===== src/design/dcc_pkg.sv =====
// Shared types and constants for the dryer cycle controller.
// No dependencies; every other file in design/ imports this package.
package dcc_pkg;

    localparam int TEMP_W    = 12;
    localparam int THRESH_W  = 7;
    localparam int SECONDS_W = 13;
    localparam int COOL_W    = 8;
    localparam int MODE_W    = 3;
    localparam int CLOCK_W   = 6;
    localparam int ADDR_W    = 5;
    localparam int DATA_W    = 32;

    // register indexes (byte address is 4 * index)
    localparam logic [2:0] REG_HIGH_UPPER     = 3'd0;
    localparam logic [2:0] REG_HIGH_LOWER     = 3'd1;
    localparam logic [2:0] REG_LOW_UPPER      = 3'd2;
    localparam logic [2:0] REG_LOW_LOWER      = 3'd3;
    localparam logic [2:0] REG_CYCLE_SECONDS  = 3'd4;
    localparam logic [2:0] REG_COOLDOWN_TICKS = 3'd5;

    localparam logic [THRESH_W-1:0]  HIGH_UPPER_RST     = 7'd88;
    localparam logic [THRESH_W-1:0]  HIGH_LOWER_RST     = 7'd82;
    localparam logic [THRESH_W-1:0]  LOW_UPPER_RST      = 7'd54;
    localparam logic [THRESH_W-1:0]  LOW_LOWER_RST      = 7'd49;
    localparam logic [SECONDS_W-1:0] CYCLE_SECONDS_RST  = 13'd1680;
    localparam logic [COOL_W-1:0]    COOLDOWN_TICKS_RST = 8'd61;

    // display modes
    localparam logic [MODE_W-1:0] MODE_TIME  = 3'd0;
    localparam logic [MODE_W-1:0] MODE_DOOR  = 3'd1;
    localparam logic [MODE_W-1:0] MODE_ERROR = 3'd2;
    localparam logic [MODE_W-1:0] MODE_COOL  = 3'd3;
    localparam logic [MODE_W-1:0] MODE_DONE  = 3'd4;

    // reciprocal of 60 scaled by 2^19, exact for values below 2^13
    localparam int               RECIP_SHIFT = 19;
    localparam logic [13:0]      RECIP_60    = 14'd8739;
    localparam logic [7:0]       SIXTY       = 8'd60;

    typedef struct packed {
        logic [THRESH_W-1:0]  high_upper;
        logic [THRESH_W-1:0]  high_lower;
        logic [THRESH_W-1:0]  low_upper;
        logic [THRESH_W-1:0]  low_lower;
        logic [SECONDS_W-1:0] cycle_seconds;
        logic [COOL_W-1:0]    cooldown_ticks;
    } cfg_t;

    typedef struct packed {
        logic signed [TEMP_W-1:0] temperature_raw;
        logic                     door_open;
        logic                     second_tick;
        logic                     press_high;
        logic                     press_low;
    } item_t;

    typedef struct packed {
        logic                 relay_main;
        logic                 relay_aux;
        logic [MODE_W-1:0]    display_mode;
        logic [SECONDS_W-1:0] remaining;
    } core_res_t;

endpackage


===== src/design/dcc_regs.sv =====
// APB-style configuration registers for the dryer cycle controller.
// Depends on dcc_pkg for register indexes, reset values and cfg_t.
module dcc_regs
    import dcc_pkg::*;
(
    input  logic                 clk,
    input  logic                 rst_n,
    input  logic                 psel,
    input  logic                 penable,
    input  logic                 pwrite,
    input  logic [ADDR_W-1:0]    paddr,
    input  logic [DATA_W-1:0]    pwdata,
    output logic [DATA_W-1:0]    prdata,
    output logic                 pready,
    output cfg_t                 cfg,
    output logic                 cycle_load,
    output logic [SECONDS_W-1:0] cycle_value
);

    cfg_t       cfg_reg;
    logic       wr_en;
    logic [2:0] idx;

    assign pready = 1'b1;
    assign idx    = paddr[4:2];
    assign wr_en  = psel && penable && pwrite;
    assign cfg    = cfg_reg;
    assign cycle_load  = wr_en && (idx == REG_CYCLE_SECONDS);
    // value being written, so the count reloads at the same edge as the register
    assign cycle_value = pwdata[SECONDS_W-1:0];

    always_ff @(posedge clk or negedge rst_n)
    begin
        if (!rst_n)
        begin
            cfg_reg.high_upper     <= HIGH_UPPER_RST;
            cfg_reg.high_lower     <= HIGH_LOWER_RST;
            cfg_reg.low_upper      <= LOW_UPPER_RST;
            cfg_reg.low_lower      <= LOW_LOWER_RST;
            cfg_reg.cycle_seconds  <= CYCLE_SECONDS_RST;
            cfg_reg.cooldown_ticks <= COOLDOWN_TICKS_RST;
        end
        else if (wr_en)
        begin
            case (idx)
                REG_HIGH_UPPER:     cfg_reg.high_upper     <= pwdata[THRESH_W-1:0];
                REG_HIGH_LOWER:     cfg_reg.high_lower     <= pwdata[THRESH_W-1:0];
                REG_LOW_UPPER:      cfg_reg.low_upper      <= pwdata[THRESH_W-1:0];
                REG_LOW_LOWER:      cfg_reg.low_lower      <= pwdata[THRESH_W-1:0];
                REG_CYCLE_SECONDS:  cfg_reg.cycle_seconds  <= pwdata[SECONDS_W-1:0];
                REG_COOLDOWN_TICKS: cfg_reg.cooldown_ticks <= pwdata[COOL_W-1:0];
                default: ;
            endcase
        end
    end

    always_comb
    begin
        case (idx)
            REG_HIGH_UPPER:     prdata = {{(DATA_W-THRESH_W){1'b0}}, cfg_reg.high_upper};
            REG_HIGH_LOWER:     prdata = {{(DATA_W-THRESH_W){1'b0}}, cfg_reg.high_lower};
            REG_LOW_UPPER:      prdata = {{(DATA_W-THRESH_W){1'b0}}, cfg_reg.low_upper};
            REG_LOW_LOWER:      prdata = {{(DATA_W-THRESH_W){1'b0}}, cfg_reg.low_lower};
            REG_CYCLE_SECONDS:  prdata = {{(DATA_W-SECONDS_W){1'b0}}, cfg_reg.cycle_seconds};
            REG_COOLDOWN_TICKS: prdata = {{(DATA_W-COOL_W){1'b0}}, cfg_reg.cooldown_ticks};
            default:            prdata = '0;
        endcase
    end

endmodule


===== src/design/dcc_core.sv =====
// Cycle state machine: phase, countdown, hysteresis relays and cool-down.
// Depends on dcc_pkg; updates its state once per item when fire is high.
module dcc_core
    import dcc_pkg::*;
(
    input  logic                 clk,
    input  logic                 rst_n,
    input  logic                 fire,
    input  item_t                item,
    input  cfg_t                 cfg,
    input  logic                 cycle_load,
    input  logic [SECONDS_W-1:0] cycle_value,
    output core_res_t            res
);

    localparam logic [1:0] PH_IDLE = 2'd0;
    localparam logic [1:0] PH_RUN  = 2'd1;
    localparam logic [1:0] PH_COOL = 2'd2;

    logic [1:0]           phase_reg, phase_next;
    logic [SECONDS_W-1:0] rem_reg, rem_next;
    logic [THRESH_W-1:0]  upper_reg, upper_next, lower_reg, lower_next;
    logic                 armed_reg, armed_next;
    logic                 latch_reg, latch_next;
    logic                 main_reg, main_next, aux_reg, aux_next;
    logic [COOL_W-1:0]    cool_reg, cool_next;

    logic [10:0] temp_mag;
    logic        temp_neg, at_upper, at_lower, press_any, done;
    logic [MODE_W-1:0] mode;

    assign temp_neg  = item.temperature_raw[TEMP_W-1];
    assign temp_mag  = item.temperature_raw[TEMP_W-2:0];
    assign press_any = item.press_high || item.press_low;

    always_comb
    begin
        phase_next = phase_reg;
        rem_next   = rem_reg;
        upper_next = upper_reg;
        lower_next = lower_reg;
        armed_next = armed_reg;
        latch_next = latch_reg;
        main_next  = main_reg;
        aux_next   = aux_reg;
        cool_next  = cool_reg;
        mode       = MODE_TIME;
        done       = 1'b0;
        at_upper   = temp_mag >= {upper_reg, 4'b0000};
        at_lower   = temp_mag <= {lower_reg, 4'b0000};

        if (phase_reg == PH_IDLE)
        begin
            if (press_any)
            begin
                upper_next = item.press_low ? cfg.low_upper : cfg.high_upper;
                lower_next = item.press_low ? cfg.low_lower : cfg.high_lower;
                armed_next = 1'b1;
            end
            if (item.door_open)
            begin
                main_next  = 1'b0;
                aux_next   = 1'b0;
                armed_next = 1'b0;
                mode       = MODE_DOOR;
            end
            else if (armed_next && (rem_reg != '0))
            begin
                phase_next = PH_RUN;
            end
        end

        if (phase_next == PH_RUN)
        begin
            // an item that starts the run compares against the thresholds it just loaded
            if (phase_reg == PH_IDLE)
            begin
                at_upper = temp_mag >= {upper_next, 4'b0000};
                at_lower = temp_mag <= {lower_next, 4'b0000};
            end
            if (item.door_open)
            begin
                main_next  = 1'b0;
                aux_next   = 1'b0;
                armed_next = 1'b0;
                phase_next = PH_IDLE;
                mode       = MODE_DOOR;
            end
            else if (temp_neg)
            begin
                main_next = 1'b0;
                aux_next  = 1'b0;
                mode      = MODE_ERROR;
            end
            else
            begin
                if (!latch_reg && at_upper)
                begin
                    main_next  = 1'b1;
                    aux_next   = 1'b0;
                    latch_next = 1'b1;
                end
                if (at_lower)
                begin
                    main_next  = 1'b1;
                    aux_next   = 1'b1;
                    latch_next = 1'b0;
                end
                if (press_any)
                begin
                    upper_next = item.press_low ? cfg.low_upper : cfg.high_upper;
                    lower_next = item.press_low ? cfg.low_lower : cfg.high_lower;
                end
                if (item.second_tick && (rem_reg != '0))
                begin
                    rem_next = rem_reg - 1'b1;
                    if (rem_next == '0)
                    begin
                        phase_next = PH_COOL;
                        cool_next  = '0;
                        aux_next   = 1'b0;
                        mode       = MODE_COOL;
                    end
                end
            end
        end
        else if (phase_reg == PH_COOL)
        begin
            aux_next = 1'b0;
            mode     = MODE_COOL;
            if (item.second_tick)
            begin
                if (cool_reg != {COOL_W{1'b1}})
                begin
                    cool_next = cool_reg + 1'b1;
                end
                done = cool_next >= cfg.cooldown_ticks;
            end
        end

        res.relay_main   = main_next;
        res.relay_aux    = aux_next;
        res.display_mode = mode;
        res.remaining    = rem_next;

        if (done)
        begin
            res.relay_main   = 1'b0;
            res.relay_aux    = 1'b0;
            res.display_mode = MODE_DONE;
            res.remaining    = '0;
            phase_next = PH_IDLE;
            rem_next   = cfg.cycle_seconds;
            upper_next = '0;
            lower_next = '0;
            armed_next = 1'b0;
            latch_next = 1'b0;
            main_next  = 1'b0;
            aux_next   = 1'b0;
            cool_next  = '0;
        end
    end

    always_ff @(posedge clk or negedge rst_n)
    begin
        if (!rst_n)
        begin
            phase_reg <= PH_IDLE;
            rem_reg   <= CYCLE_SECONDS_RST;
            upper_reg <= '0;
            lower_reg <= '0;
            armed_reg <= 1'b0;
            latch_reg <= 1'b0;
            main_reg  <= 1'b0;
            aux_reg   <= 1'b0;
            cool_reg  <= '0;
        end
        else if (fire)
        begin
            phase_reg <= phase_next;
            rem_reg   <= rem_next;
            upper_reg <= upper_next;
            lower_reg <= lower_next;
            armed_reg <= armed_next;
            latch_reg <= latch_next;
            main_reg  <= main_next;
            aux_reg   <= aux_next;
            cool_reg  <= cool_next;
        end
        else if (cycle_load && (phase_reg == PH_IDLE))
        begin
            rem_reg <= cycle_value;
        end
    end

endmodule


===== src/design/dcc_fmt.sv =====
// Splits a remaining-seconds count into minutes mod 60 and seconds for display.
// Depends on dcc_pkg; divides by 60 through a reciprocal multiply.
module dcc_fmt
    import dcc_pkg::*;
(
    input  logic [SECONDS_W-1:0] remaining,
    output logic [CLOCK_W-1:0]   minutes_left,
    output logic [CLOCK_W-1:0]   seconds_left
);

    logic [SECONDS_W+13:0] prod;
    logic [7:0]            quot;
    logic [SECONDS_W-1:0]  quot_x60;
    logic [SECONDS_W-1:0]  rem_sec;
    logic [7:0]            mins;

    assign prod     = remaining * RECIP_60;
    assign quot     = prod[RECIP_SHIFT+7:RECIP_SHIFT];
    assign quot_x60 = SECONDS_W'({quot, 6'b0} - {4'b0, quot, 2'b0});
    assign rem_sec  = remaining - quot_x60;

    // quotient stays below 137, so two conditional subtracts give mod 60
    always_comb
    begin
        if (quot >= (SIXTY << 1))
        begin
            mins = quot - (SIXTY << 1);
        end
        else if (quot >= SIXTY)
        begin
            mins = quot - SIXTY;
        end
        else
        begin
            mins = quot;
        end
    end

    assign minutes_left = mins[CLOCK_W-1:0];
    assign seconds_left = rem_sec[CLOCK_W-1:0];

endmodule


===== src/design/dryer_cycle_controller_top.sv =====
// Dryer cycle controller: a three-register pipeline (input, state update, display
// format) around dcc_core, with dcc_regs for configuration. Depends on dcc_pkg.
//
// The controller takes one item per clock while the output side does not stall
// and gives one result per item, through the input, state and output registers.
// The cycle state (phase, countdown, thresholds, relays, cool-down count) updates
// as an item leaves the input register, which sets the one-item-per-cycle rate;
// the next stage converts the remaining seconds to minutes and seconds. Writes to
// cycle_seconds while idle and no item fires also reload the remaining count.
module dryer_cycle_controller_top
    import dcc_pkg::*;
(
    input  logic                     clk,
    input  logic                     rst_n,
    input  logic                     psel,
    input  logic                     penable,
    input  logic                     pwrite,
    input  logic [ADDR_W-1:0]        paddr,
    input  logic [DATA_W-1:0]        pwdata,
    output logic [DATA_W-1:0]        prdata,
    output logic                     pready,
    input  logic                     in_valid,
    output logic                     in_stall,
    input  logic signed [TEMP_W-1:0] temperature_raw,
    input  logic                     door_open,
    input  logic                     second_tick,
    input  logic                     press_high,
    input  logic                     press_low,
    output logic                     out_valid,
    input  logic                     out_stall,
    output logic                     relay_main,
    output logic                     relay_aux,
    output logic [MODE_W-1:0]        display_mode,
    output logic [CLOCK_W-1:0]       minutes_left,
    output logic [CLOCK_W-1:0]       seconds_left
);

    cfg_t      cfg;
    logic      cycle_load;
    logic [SECONDS_W-1:0] cycle_value;
    logic      in_v_reg, mid_v_reg, out_v_reg;
    item_t     in_reg;
    core_res_t mid_reg, core_res;
    logic      out_adv, mid_adv, in_adv, fire;
    logic [CLOCK_W-1:0] fmt_min, fmt_sec;
    logic               main_reg, aux_reg;
    logic [MODE_W-1:0]  mode_reg;
    logic [CLOCK_W-1:0] min_reg, sec_reg;

    dcc_regs u_regs (
        .clk         (clk),
        .rst_n       (rst_n),
        .psel        (psel),
        .penable     (penable),
        .pwrite      (pwrite),
        .paddr       (paddr),
        .pwdata      (pwdata),
        .prdata      (prdata),
        .pready      (pready),
        .cfg         (cfg),
        .cycle_load  (cycle_load),
        .cycle_value (cycle_value)
    );

    // advance a stage when the one after it is empty or moving
    assign out_adv  = !out_v_reg || !out_stall;
    assign mid_adv  = !mid_v_reg || out_adv;
    assign fire     = in_v_reg && mid_adv;
    assign in_adv   = !in_v_reg || mid_adv;
    assign in_stall = !in_adv;

    dcc_core u_core (
        .clk         (clk),
        .rst_n       (rst_n),
        .fire        (fire),
        .item        (in_reg),
        .cfg         (cfg),
        .cycle_load  (cycle_load),
        .cycle_value (cycle_value),
        .res         (core_res)
    );

    dcc_fmt u_fmt (
        .remaining    (mid_reg.remaining),
        .minutes_left (fmt_min),
        .seconds_left (fmt_sec)
    );

    always_ff @(posedge clk or negedge rst_n)
    begin
        if (!rst_n)
        begin
            in_v_reg  <= 1'b0;
            mid_v_reg <= 1'b0;
            out_v_reg <= 1'b0;
        end
        else
        begin
            if (in_adv)
            begin
                in_v_reg <= in_valid;
            end
            if (mid_adv)
            begin
                mid_v_reg <= in_v_reg;
            end
            if (out_adv)
            begin
                out_v_reg <= mid_v_reg;
            end
        end
    end

    always_ff @(posedge clk)
    begin
        if (in_adv && in_valid)
        begin
            in_reg.temperature_raw <= temperature_raw;
            in_reg.door_open       <= door_open;
            in_reg.second_tick     <= second_tick;
            in_reg.press_high      <= press_high;
            in_reg.press_low       <= press_low;
        end
        if (fire)
        begin
            mid_reg <= core_res;
        end
        if (out_adv && mid_v_reg)
        begin
            main_reg <= mid_reg.relay_main;
            aux_reg  <= mid_reg.relay_aux;
            mode_reg <= mid_reg.display_mode;
            min_reg  <= fmt_min;
            sec_reg  <= fmt_sec;
        end
    end

    assign out_valid    = out_v_reg;
    assign relay_main   = main_reg;
    assign relay_aux    = aux_reg;
    assign display_mode = mode_reg;
    assign minutes_left = min_reg;
    assign seconds_left = sec_reg;

endmodule

===== config.mk =====
export PLATFORM = sky130hd
export DESIGN_NAME = dryer_cycle_controller_top
export DESIGN_NICKNAME = d
export VERILOG_FILES = /design/src/design/dcc_pkg.sv /design/src/design/dcc_regs.sv /design/src/design/dcc_core.sv /design/src/design/dcc_fmt.sv /design/src/design/dryer_cycle_controller_top.sv
export SDC_FILE = /design/constraint.sdc
export NUM_CORES = 1
export LEC_CHECK = 0
export ABC_CLOCK_PERIOD_IN_PS = 5000
export BUFFER_PORTS_ARGS = -buffer_cell sky130_fd_sc_hd__buf_2
export CORE_ASPECT_RATIO = 1.75
export CORE_MARGIN = 8
export CORE_UTILIZATION = 54
export CTS_CLUSTER_DIAMETER = 200
export DETAILED_ROUTE_END_ITERATION = 7
export PLACE_DENSITY_LB_ADDON = 0.08
export RECOVER_POWER = 50
export SLEW_MARGIN = 5
export SYNTH_ARGS = -nofsm -noshare
export SYNTH_HDL_FRONTEND = slang
export SYNTH_SLANG_ARGS = --single-unit

===== constraint.sdc =====
create_clock -name clk -period 5 [get_ports clk]
set_input_delay 0.5 -clock clk [delete_from_list [all_inputs] [get_ports clk]]
set_output_delay 0.5 -clock clk [all_outputs]
set_load 0.005 [all_outputs]

Yosys cells after proc, flatten, opt, wreduce, memory -nomap -nowiden

Index checks and enable logic that the tools add are counted.

Register bits after elaboration: 144
Bits of input ports: 60
Output and inout bits: 52
Word-level logic and storage cells: 191

Add/sub/neg operators: 6
$mul: 1
Magnitude comparators: 7
Eq/ne operators: 14
Multiplexer cells: 94
Reductions and logical operators: 37

Operators by type and width:

| operator                 | number |
|---|---|
| $mux W7                  | 16 |
| $mux W8                  | 12 |
| $mux W13                 | 7 |
| $pmux W13 S6             | 1 |
| $mux W1                  | 40 |
| $mul A13 B14 Y27 const B | 1 |
| $ge A11 B11 Y1           | 2 |
| $le A11 B11 Y1           | 2 |
| $mux W3                  | 7 |
| $mux W2                  | 9 |
| $logic_not A13 Y1        | 1 |
| $reduce_bool A13 Y1      | 1 |
| $sub A13 B1 Y13 const B  | 1 |
| $mux W6                  | 2 |
| $ne A3 B2 Y1 const B     | 4 |
| $reduce_and A2 Y1        | 6 |
| $sub A6 B6 Y6 const B    | 2 |
| $logic_and A1 B1 Y1      | 10 |
| $reduce_bool A3 Y1       | 3 |
| $add A8 B1 Y8 const B    | 1 |
| $ge A8 B6 Y1 const B     | 1 |
| $ge A8 B7 Y1 const B     | 1 |
| $ge A8 B8 Y1             | 1 |
| $ne A8 B8 Y1 const B     | 1 |
| other kinds (15)         | 27 |

Longest topological paths before layout

Depth after elaboration: 18
Depth in mapped cells: 23
Gate-level depth less buffers: 23

Modules after synthesis

Synthesis repeated with hierarchy kept, for this count alone.

Cell total of the unflattened synthesis: 1036
Area total of the unflattened synthesis: 10685.2 um^2

By module, submodules not included:

| module                     | instances | cells an instance | area an instance (um^2) |
|---|---|---|---|
| dcc_core                   | 1         | 494               | 3988.8 |
| dcc_regs                   | 1         | 198               | 2655.0 |
| dcc_fmt                    | 1         | 281               | 2378.5 |
| dryer_cycle_controller_top | 1         | 63                | 1662.8 |

Worst setup path before layout

No wires, ideal clock.

Kind: reg2reg
Start: register mid_reg[11] in the netlist's numbering
End: register min_reg[5] (netlist: minutes_left[5]) (data pin)
Arrival time: 4.951 ns
Setup slack: -0.211 ns
Cell stages (with the launch flop): 21
Cell sequence: edfxtp_1 > inv_1 > ha_1 > ha_1 > or2_2 > fa_1 > fa_1 > ha_1 > ha_1 > nand4_1 > nor4_1 > a311oi_1 > o21ai_2 > xor2_1 > ha_1 > or2b_2 > o32ai_1 > a211o_1 > a31oi_4 > a21boi_2 > xnor2_1

Word-level cells in the longest chain between the ends: 4
Elaborated cells on any way between the ends: 7

RTL lines:

| what                                          | line                              | RTL |
|---|---|---|
| start, declared                               | dryer_cycle_controller_top.sv:43  | `core_res_t mid_reg, core_res;` |
| start signal, assigned                        | dryer_cycle_controller_top.sv:126 | `mid_reg <= core_res;` |
| $mul A13 B14 Y27 (*)                          | dcc_fmt.sv:17                     | `assign prod = remaining * RECIP_60;` |
| $ge A8 B6 Y1 or $sub A6 B6 Y6 (tied branches) | dcc_fmt.sv:29, dcc_fmt.sv:31      |  |
| $mux W6                                       | dcc_fmt.sv:29                     | `else if (quot >= SIXTY)` |
| $mux W6 (*)                                   | dcc_fmt.sv:25                     | `if (quot >= (SIXTY << 1))` |
| net fmt_min[5]                                | dryer_cycle_controller_top.sv:45  | `logic [CLOCK_W-1:0] fmt_min, fmt_sec;` |
| end signal, assigned                          | dryer_cycle_controller_top.sv:133 | `min_reg <= fmt_min;` |
| end, declared                                 | dryer_cycle_controller_top.sv:48  | `logic [CLOCK_W-1:0] min_reg, sec_reg;` |

The timed path passes the listed nets; every way through them passes the cells marked *.
A chain may end at the register's enable or synchronous reset.

Final worst setup path

Start: register mid_reg[11] in the netlist's numbering
End: register min_reg[4] (netlist: minutes_left[4]) (data pin)

The elaborated chain is that of the path after synthesis.

==> impl_metrics.prom <==
# TYPE chip_impl_metric gauge
chip_impl_info{name="status",value="finished, violations left"} 1
chip_impl_info{name="violated_checks",value="max-capacitance violations, max-slew violations, negative setup slack"} 1
chip_impl_metric{name="cts-root-to-sink-buffers",unit=""} 2
chip_impl_metric{name="yosysUniqueCellTypes",unit=""} 87
chip_impl_metric{name="worst_r2r_path_depth",unit=""} 22
chip_impl_metric{name="post-dp-hpwl",unit="mm"} 19.2
chip_impl_metric{name="syn2layout_area_growth",unit="%"} 15.9
chip_impl_metric{name="power.density_cell_area",unit="mW/mm2"} 555
chip_impl_metric{name="global_route_wire_length_before_repair",unit="mm"} 39.4
chip_impl_info{name="rsz_0062_raised_after_global_routing",value="yes"} 1
chip_impl_metric{name="ios",unit=""} 112
chip_impl_metric{name="synth_top_area_share",unit="%"} 16.4
chip_impl_metric{name="pre_cts_slack",unit="ns"} -0.236
chip_impl_metric{name="antenna_found_initial",unit=""} 0
chip_impl_metric{name="wl_per_cell",unit="um"} 18.2
chip_impl_metric{name="final_max_slew_viol_count",unit=""} 70
chip_impl_metric{name="timing.final.ws_setup",unit="ns"} -0.140
chip_impl_metric{name="critPathMaxFanout",unit=""} 4
chip_impl_metric{name="vias",unit=""} 7603
chip_impl_metric{name="drive_gt1_share",unit="%"} 23.9
chip_impl_metric{name="dp.cells",unit=""} 1321
chip_impl_metric{name="nNetsFinal",unit=""} 1303
chip_impl_metric{name="numCtsBuffers",unit=""} 17
chip_impl_info{name="yosysMostFrequentCell",value="sky130_fd_sc_hd__ha_1"} 1
chip_impl_metric{name="cap_viol_max_count",unit=""} 1
chip_impl_metric{name="cellLeakagePower",unit="uW"} 0.00541
chip_impl_metric{name="finalCoreUtilization",unit="%"} 63.6
chip_impl_metric{name="postSynth.asyncResetShare",unit="%"} 64.6
chip_impl_metric{name="avgSynthCellArea",unit="um2"} 10.3
chip_impl_metric{name="worst_clock_skew",unit="ns"} 0.00785
chip_impl_metric{name="worst-slew-pin-transition",unit="ns"} 3.97
chip_impl_info{name="area_contributors_post_synth",value="sky130_fd_sc_hd__dfrtp_1 16%, sky130_fd_sc_hd__edfxtp_1 15%, sky130_fd_sc_hd__ha_1 14%, sky130_fd_sc_hd__dfstp_2 6.7%, sky130_fd_sc_hd__mux2_2 5.1%"} 1
chip_impl_metric{name="final.fill_count",unit=""} 1591
chip_impl_metric{name="placementRows",unit=""} 66
chip_impl_metric{name="required",unit="ns"} 5.17
chip_impl_info{name="cell_type_with_the_highest_aggregate_area_in_the_netlist",value="sky130_fd_sc_hd__dfrtp_1"} 1
chip_impl_info{name="cp-start-kind",value="flip-flop"} 1
chip_impl_metric{name="max-vdd-ir-drop",unit="V"} 0.000538
chip_impl_metric{name="fp.dieW",unit="um"} 120
chip_impl_info{name="worstSetupEndpointType",value="flip-flop"} 1
chip_impl_metric{name="globalRouteOverflowTotal",unit=""} 0
chip_impl_metric{name="setup_violations",unit=""} 4
chip_impl_info{name="tritoncts",value="yes"} 1
chip_impl_metric{name="grt_util_all_layers",unit="%"} 21.3
chip_impl_metric{name="clock_insertion_delay_worst_skew",unit="ns"} 0.43
chip_impl_metric{name="first_global_vias",unit=""} 7800
chip_impl_metric{name="die_area",unit="mm2"} 0.0237
chip_impl_metric{name="largest_net_degree_at_the_start_of_global_routing",unit=""} 70
chip_impl_metric{name="power.total",unit="uW"} 6560
chip_impl_metric{name="syn-instance-count",unit=""} 993
chip_impl_metric{name="floorplan.initialDensity",unit="%"} 54.9
chip_impl_metric{name="slew_headroom",unit="%"} -164
chip_impl_metric{name="yosys_warnings",unit=""} 0
chip_impl_metric{name="core_area",unit="mm2"} 0.0186
chip_impl_metric{name="synth_edf_count",unit=""} 51
chip_impl_metric{name="holdPathStages",unit=""} 1
chip_impl_metric{name="port_buffers",unit=""} 70
chip_impl_metric{name="largest_register_ff_count",unit=""} 49
chip_impl_metric{name="synth.yosys.seq_area_share",unit="%"} 38.2
chip_impl_info{name="synth_common_cells",value="117 x sky130_fd_sc_hd__ha_1, 98 x sky130_fd_sc_hd__inv_1, 82 x sky130_fd_sc_hd__nand2_1"} 1
chip_impl_metric{name="drt_drc_violations_left",unit=""} 0
chip_impl_metric{name="chipHeight",unit="um"} 198
chip_impl_metric{name="cts.clk_slew.worst_paths",unit="ns"} 0.06
chip_impl_info{name="cts-root-buf",value="sky130_fd_sc_hd__clkbuf_16"} 1
chip_impl_metric{name="timing_limited_maximum_frequency",unit="GHz"} 0.195
chip_impl_metric{name="place_congestion",unit=""} 0.871
chip_impl_metric{name="min_period",unit="ns"} 5.14
chip_impl_metric{name="clock_sink_count",unit=""} 144
chip_impl_info{name="worstSetupPathType",value="reg2reg"} 1
chip_impl_metric{name="drtAntennaViolNets",unit=""} 0
chip_impl_metric{name="htree_levels",unit=""} 4
chip_impl_metric{name="hold_viol_final",unit=""} 0
chip_impl_metric{name="antenna_fix_cells",unit=""} 0
chip_impl_metric{name="totalWireLength",unit="mm"} 24.7
chip_impl_info{name="hold_path.class",value="in2reg"} 1
chip_impl_metric{name="timing.final.crit_share",unit="%"} 103
chip_impl_metric{name="dr.pass1.iters",unit=""} 4
chip_impl_metric{name="post_drt_via_cell_ratio",unit=""} 5.60
chip_impl_metric{name="finished_layout_cells",unit=""} 1357
chip_impl_metric{name="worstPathArrival",unit="ns"} 5.31
chip_impl_metric{name="detailedRoute.firstIterationViolations",unit=""} 326
chip_impl_metric{name="ys_seq_elements",unit=""} 144
chip_impl_metric{name="post_cts_hold_buffer_count",unit=""} 0
chip_impl_metric{name="post_synthesis_instance_area",unit="mm2"} 0.0102
chip_impl_info{name="ys.flop_type",value="sky130_fd_sc_hd__dfrtp_1"} 1
path summary, 6_finish.rpt:
kind	end	slack (ns)	from
worst max-delay path	minutes_left[4]	-0.14	mid_reg[11]
worst min-delay path	in_reg[12]	0.25	temperature_raw[8]
worst max register to register	minutes_left[4]	-0.14	mid_reg[11]
worst min register to register	relay_main	0.42	mid_reg[17]
max in group asynchronous	u_core.rem_reg[6]	1.28	rst_n
min in group asynchronous	in_v_reg	1.45	rst_n
worst max-delay path, cell delays in order, from the launching register on:
cell,delay [ns]
sky130_fd_sc_hd__edfxtp_1,0.37
sky130_fd_sc_hd__inv_1,0.06
sky130_fd_sc_hd__ha_1,0.20
sky130_fd_sc_hd__ha_2,0.17
sky130_fd_sc_hd__or2_4,0.24
sky130_fd_sc_hd__fa_1,0.47
sky130_fd_sc_hd__fa_2,0.61
sky130_fd_sc_hd__ha_4,0.21
sky130_fd_sc_hd__ha_4,0.21
sky130_fd_sc_hd__nand4_1,0.14
sky130_fd_sc_hd__buf_4,0.15
sky130_fd_sc_hd__nor4_4,0.04
sky130_fd_sc_hd__a311oi_4,0.36
sky130_fd_sc_hd__o21ai_2,0.09
sky130_fd_sc_hd__xor2_1,0.18
sky130_fd_sc_hd__buf_4,0.16
sky130_fd_sc_hd__ha_4,0.16
sky130_fd_sc_hd__or4_4,0.47
sky130_fd_sc_hd__a211oi_2,0.17
sky130_fd_sc_hd__a211oi_2,0.09
sky130_fd_sc_hd__nand2_1,0.10
sky130_fd_sc_hd__xor2_1,0.15
sky130_fd_sc_hd__a21oi_1,0.08
layout make-up:
| cell class | instances | area, um2 | area share (%) |
|---|---|---|---|
| Timing Repair Buffer | 125 | 732 | 6.19 |
| Clock inverter | 6 | 81.3 | 0.688 |
| Clock buffer | 26 | 480 | 4.07 |
| Multi-Input combinational cell | 719 | 5960 | 50.5 |
| Inverter | 99 | 372 | 3.14 |
| Sequential cell | 144 | 3890 | 32.9 |
| Tap cell | 238 | 298 | 2.52 |
metrics by stage:
| stage | instance area [um2] | hold slack [ns] | setup TNS [ns] |
|---|---|---|---|
| finish | 11800 | 0.247 | -0.506 |
| global route | 11800 | 0.230 | -1.37 |
| CTS | 11700 | 0.234 | -0.369 |
| detailed placement | 11100 | 0.410 | -0.718 |
| global placement | 11100 | 0.405 | -0.424 |
| floorplan | 10400 | 0.204 | 0 |
per-layer routing:
metal / GRT usage (%) / share of wire [%] / vias up
li1: - / - / 3737
met1: 20.8 / 36 / 3690
met2: 42.5 / 58 / 142
met3: 3.14 / 2.9 / 34
met4: 9.30 / 2.7 / 0
met5: 0 / 0 / -
cells by family after synthesis:
logic type	Yosys count	synth area share, %
simple gates	251	12.5
compound gates	216	14.6
other cells	2	0.0737
buf+inv	148	6.30
fa+ha+maj	137	18.3
mux	72	8.12
xor+xnor	23	1.98
flops	144	38.2
cell usage in the layout (no fill, tap or decap), types with 20 or more instances in the layout:
master,count
sky130_fd_sc_hd__ha_1,109
sky130_fd_sc_hd__inv_1,97
sky130_fd_sc_hd__nand2_1,82
sky130_fd_sc_hd__dfrtp_1,67
sky130_fd_sc_hd__nor2_1,53
sky130_fd_sc_hd__buf_2,53
sky130_fd_sc_hd__buf_4,52
sky130_fd_sc_hd__o21ai_0,51
sky130_fd_sc_hd__edfxtp_1,51
sky130_fd_sc_hd__mux2_2,46
sky130_fd_sc_hd__a21oi_1,42
sky130_fd_sc_hd__clkbuf_1,27
sky130_fd_sc_hd__nand3_1,26
sky130_fd_sc_hd__dfstp_2,26
sky130_fd_sc_hd__mux2i_1,22
sky130_fd_sc_hd__conb_1,20
power breakdown:
| part | internal, uW | total (uW) | switching, uW | leakage [uW] |
|---|---|---|---|---|
| clock network | 762 | 1240 | 473 | 0.000276 |
| registers | 1580 | 1800 | 220 | 0.00161 |
| logic | 1690 | 3530 | 1840 | 0.00353 |
timing repair:
item | in CTS | in global routing
setup buffers | 3 | 3
resized for setup | 5 | 15
pin swaps | 14 | 12
endpoints found under the setup margin | 5 | 6
(Power assumes the default switching activity.)
